### config.mk
export PLATFORM = sky130hd
export DESIGN_NAME = dpt_match
export DESIGN_NICKNAME = d
export VERILOG_FILES = /design/src/sv/dpt_pkg.sv /design/src/sv/dpt_match.sv
export SDC_FILE = /design/constraint.sdc
export NUM_CORES = 1
export LEC_CHECK = 0
export BUFFER_PORTS_ARGS = -buffer_cell sky130_fd_sc_hd__buf_2
export CAP_MARGIN = 0
export CORE_AREA = 2 2 101 103
export DETAILED_ROUTE_END_ITERATION = 8
export DIE_AREA = 0 0 103 105
export GPL_TIMING_DRIVEN = 0
export PLACE_DENSITY = 0.7
export RECOVER_POWER = 100
export SETUP_SLACK_MARGIN = 0.15
export SLEW_MARGIN = 20
export SYNTH_ARGS = -nofsm -noshare
export SYNTH_HDL_FRONTEND = slang
export SYNTH_SLANG_ARGS = --single-unit
### constraint.sdc
create_clock -name vclk -period 16.45
set_input_delay 3.29 -clock vclk [all_inputs]
set_output_delay 3.29 -clock vclk [all_outputs]
set_load 0.1 [all_outputs]
### src/sv/dpt_pkg.sv
// shared types and constants of the device presence table
// no dependencies; imported by every module of the block
package dpt_pkg;

    localparam int DEF_TABLE_ENTRIES = 32;
    localparam int SLOT_W            = 5;
    localparam int ID_W              = 32;
    localparam int ADDR_W            = 32;
    localparam int PORT_W            = 16;
    localparam int TIME_W            = 32;
    localparam int TIMEOUT_W         = 16;

    localparam logic [TIMEOUT_W-1:0] TIMEOUT_RESET = 16'd60;

    // function codes carried on the input tuser
    localparam logic FUNC_LOOKUP   = 1'b0;
    localparam logic FUNC_REGISTER = 1'b1;

    // one table record
    typedef struct packed {
        logic [ID_W-1:0]   id_high;
        logic [ID_W-1:0]   id_low;
        logic [ADDR_W-1:0] addr;
        logic [PORT_W-1:0] port;
        logic [TIME_W-1:0] stamp;
    } rec_t;

    // verdict of the compare unit for one record
    typedef struct packed {
        logic reg_hit;   // slot may take a register transfer
        logic look_hit;  // slot answers a lookup
        logic online;    // age below timeout
    } match_t;

endpackage

### src/sv/dpt_match.sv
// shared compare unit: id equality, age subtract and timeout compares
// for the one record read per cycle; depends on dpt_pkg
module dpt_match (
    input  dpt_pkg::rec_t                         rec,
    input  logic [dpt_pkg::ID_W-1:0]              id_high,
    input  logic [dpt_pkg::ID_W-1:0]              id_low,
    input  logic [dpt_pkg::TIME_W-1:0]            now_secs,
    input  logic [dpt_pkg::TIMEOUT_W-1:0]         timeout,
    output dpt_pkg::match_t                       verdict
);
    import dpt_pkg::*;

    logic [TIME_W-1:0] age;
    logic [TIME_W-1:0] timeout_ext;
    logic              id_eq;
    logic              empty;

    // age wraps modulo 2^32, so a future stamp reads as very old
    assign age         = now_secs - rec.stamp;
    assign timeout_ext = TIME_W'(timeout);
    assign id_eq       = (rec.id_high == id_high) && (rec.id_low == id_low);
    assign empty       = (rec.stamp == '0);

    assign verdict.reg_hit  = empty || (age > timeout_ext) || id_eq;
    assign verdict.look_hit = !empty && id_eq;
    assign verdict.online   = (age < timeout_ext);

endmodule

==> flow_summary_export.csv <==
group,metric,value,unit
run_status,status,"finished, final reports clean",
detailed_routing,routed_via_density,5.187,
finish,final_common_cell,"buf_2",
cts,cts_hold_buf,0,
power_and_ir_drop,ir_worst_vdd,0.01110,mV
finish,clockBufferCount,0,
logic_synthesis,synth.avg_cell_area,6.862,um^2
global_routing,grt_max_degree,11,
power_and_ir_drop,power_density,34.09,nW/um^2
floorplanning,core,9639,um^2
timing,rsz0062_at_grt,"no",
timing,slew_violations,0,
power_and_ir_drop,p_total,152.2,uW
placed_design,gp_congestion,0.9194,
global_routing,grt_pass1_vias,3991,
finish,drive_gt1_frac,0.3231,
floorplanning,fp.dieArea,10820,um^2
worst_setup_path,crit_arrival,7.92,ns
cts,cts_resized,0,
detailed_routing,drc,0,
logic_synthesis,synth_top_area_share,0.1916,
detailed_routing,routed_wl,12.97,mm
timing,timing_worst_slew_pin_value,1.176,ns
global_routing,grt_pass1_wl,19.78,mm
placed_design,io_buffer_count,211,
timing,finalCriticalPeriod,11.21,ns
cts,postCtsSetupBuffers,0,
timing,finalCritPeriodShare,0.6817,
finish,regArea,0,um^2
job,drv_cap,0,
finish,nets,990,
timing,setup_viol,0,
worst_hold_path,hold_path.class,"input pin to primary output",
power_and_ir_drop,p_leak,2.326,nW
detailed_routing,dr.first_iter.drc_count,244,
worst_setup_path,cp.required,13.16,ns
placed_design,hpwl,11.87,mm
timing,max_slew_margin,0.2190,
worst_hold_path,min_from,"id_high[1]",
global_routing,grt_overflow,0,
floorplanning,die_w,103,um
timing,fin_setup_tns,0,ns
floorplanning,rows,36,
worst_setup_path,endpoint_kind,"primary output",
detailed_routing,drtAntennaViolNets,0,
timing,fmax,89.18,MHz
logic_synthesis,seq_area_frac_synth,0,
global_routing,grt_usage,0.2288,
logic_synthesis,synth.distinct_cells,55,
worst_hold_path,holdPathEnd,"verdict[1]",
floorplanning,die_y,105,um
floorplanning,initial_utilization,0.3367,
finish,antennaDiodeCount,0,
detailed_routing,wl_per_cell,15.87,um
global_routing,antenna_found_initial,1,
worst_hold_path,whs_path_depth,7,
finish,layout_common_cells,"buf_2, xor2_1, inv_1, ha_1, a21oi_1",
logic_synthesis,synth_area_leaders,"xor2_1, ha_1, inv_1, a21oi_1, nor4_1",
worst_setup_path,cp_max_fo,7,
logic_synthesis,postSynthCellCount,473,
detailed_routing,dr_total_vias,4238,
worst_setup_path,critPathKind,"input pin to primary output",
worst_setup_path,start_kind,"input pin",
logic_synthesis,synthesis.area,3246,um^2
logic_synthesis,syn_nets,777,
timing,final_hold_viol_count,0,
finish,syn_to_final_growth,37.55,%
logic_synthesis,yosysWarningCount,0,
finish,design.seq.count,0,
logic_synthesis,synth_top_area_cell,"xor2_1",
floorplanning,io_pins,259,
detailed_routing,firstDrtPassIters,5,
-- cell families after synthesis --
logic type	after synthesis	share of synthesized area
AOI/OAI and AO/OA	121	0.2498
and+or+nand+nor	150	0.2413
muxes	6	0.01928
adders and majority gates	48	0.1874
xor gates and xnor gates	82	0.2213
buffers and inverters	66	0.08096
-- cell usage after synthesis, drive strengths merged, types with 2 or more instances --
library cell / count
a2111oi: 2
a211oi: 4
a21boi: 3
a21o: 9
a21oi: 39
a221oi: 4
a31oi: 3
and2: 4
and3: 4
buf: 4
clkbuf: 10
ha: 47
inv: 52
mux2: 2
mux2i: 4
nand2: 37
nand3: 11
nand4: 18
nor2: 25
nor2b: 4
nor3: 6
nor4: 27
o2111ai: 4
o211a: 2
o211ai: 4
o21a: 10
o21ai: 22
o21bai: 4
or3: 7
xnor2: 11
xor2: 71
-- area by class of cell --
cell class                      instances  area, um^2
Tap cell                              133       166.4
Fill cell                            1039        5175
Multi-Input combinational cell        407        2983
Buffer                                 14       67.56
Timing Repair Buffer                  211        1052
Inverter                               52       195.2
-- layer usage --
metal  vias up  GRT usage  share of wire
met5         -          0         0.0010
met2       191     0.3706           0.44
li1       2140          -              -
met1      1901     0.3467           0.47
met3         4    0.01605          0.086
met4         2   0.005639         0.0024
-- power breakdown --
group	total, mW	leakage, nW	switching, mW	internal (mW)
sequential	0	0	0	0
combinational	0.152	2.33	0.0839	0.0682
clock	0	0	0	0
-- worst max-delay path, cell delays in order --
cell and delay (ns):
buf_2 0.09, inv_1 0.05, ha_1 0.28, clkbuf_1 0.17, a21oi_1 0.24, o21ai_0 0.14, and3_1 0.25, nor3b_1 0.69
o21ai_0 0.21, xor2_1 0.22, ha_1 0.23, a2111oi_0 0.31, o31ai_1 0.14, o32a_1 0.41, nor4_1 0.30, clkbuf_1 0.90
-- how the worst max path moves through the flow --
stage	from	end	slack [ns]
after CTS	rec[9]	verdict[2]	5.49
after global placement	rec[9]	verdict[2]	5.62
after floorplan	rec[9]	verdict[0]	4.28
after global routing	rec[9]	verdict[2]	4.89
after detailed placement	rec[9]	verdict[2]	5.51
final	rec[9]	verdict[0]	5.24
-- through the flow --
stage	cells	setup slack, ns	instance area [um^2]	util	hold slack, ns
floorplan	473	4.276	3246	-	7.281
global placement	817	5.625	4468	0.4635	7.366
detailed placement	817	5.512	4468	0.4635	7.374
CTS	817	5.487	4468	0.4635	7.375
global route	817	4.895	4464	0.4631	7.715
finish	817	5.237	4464	0.4631	7.671
Note: power is estimated with default switching activity, not from simulation.
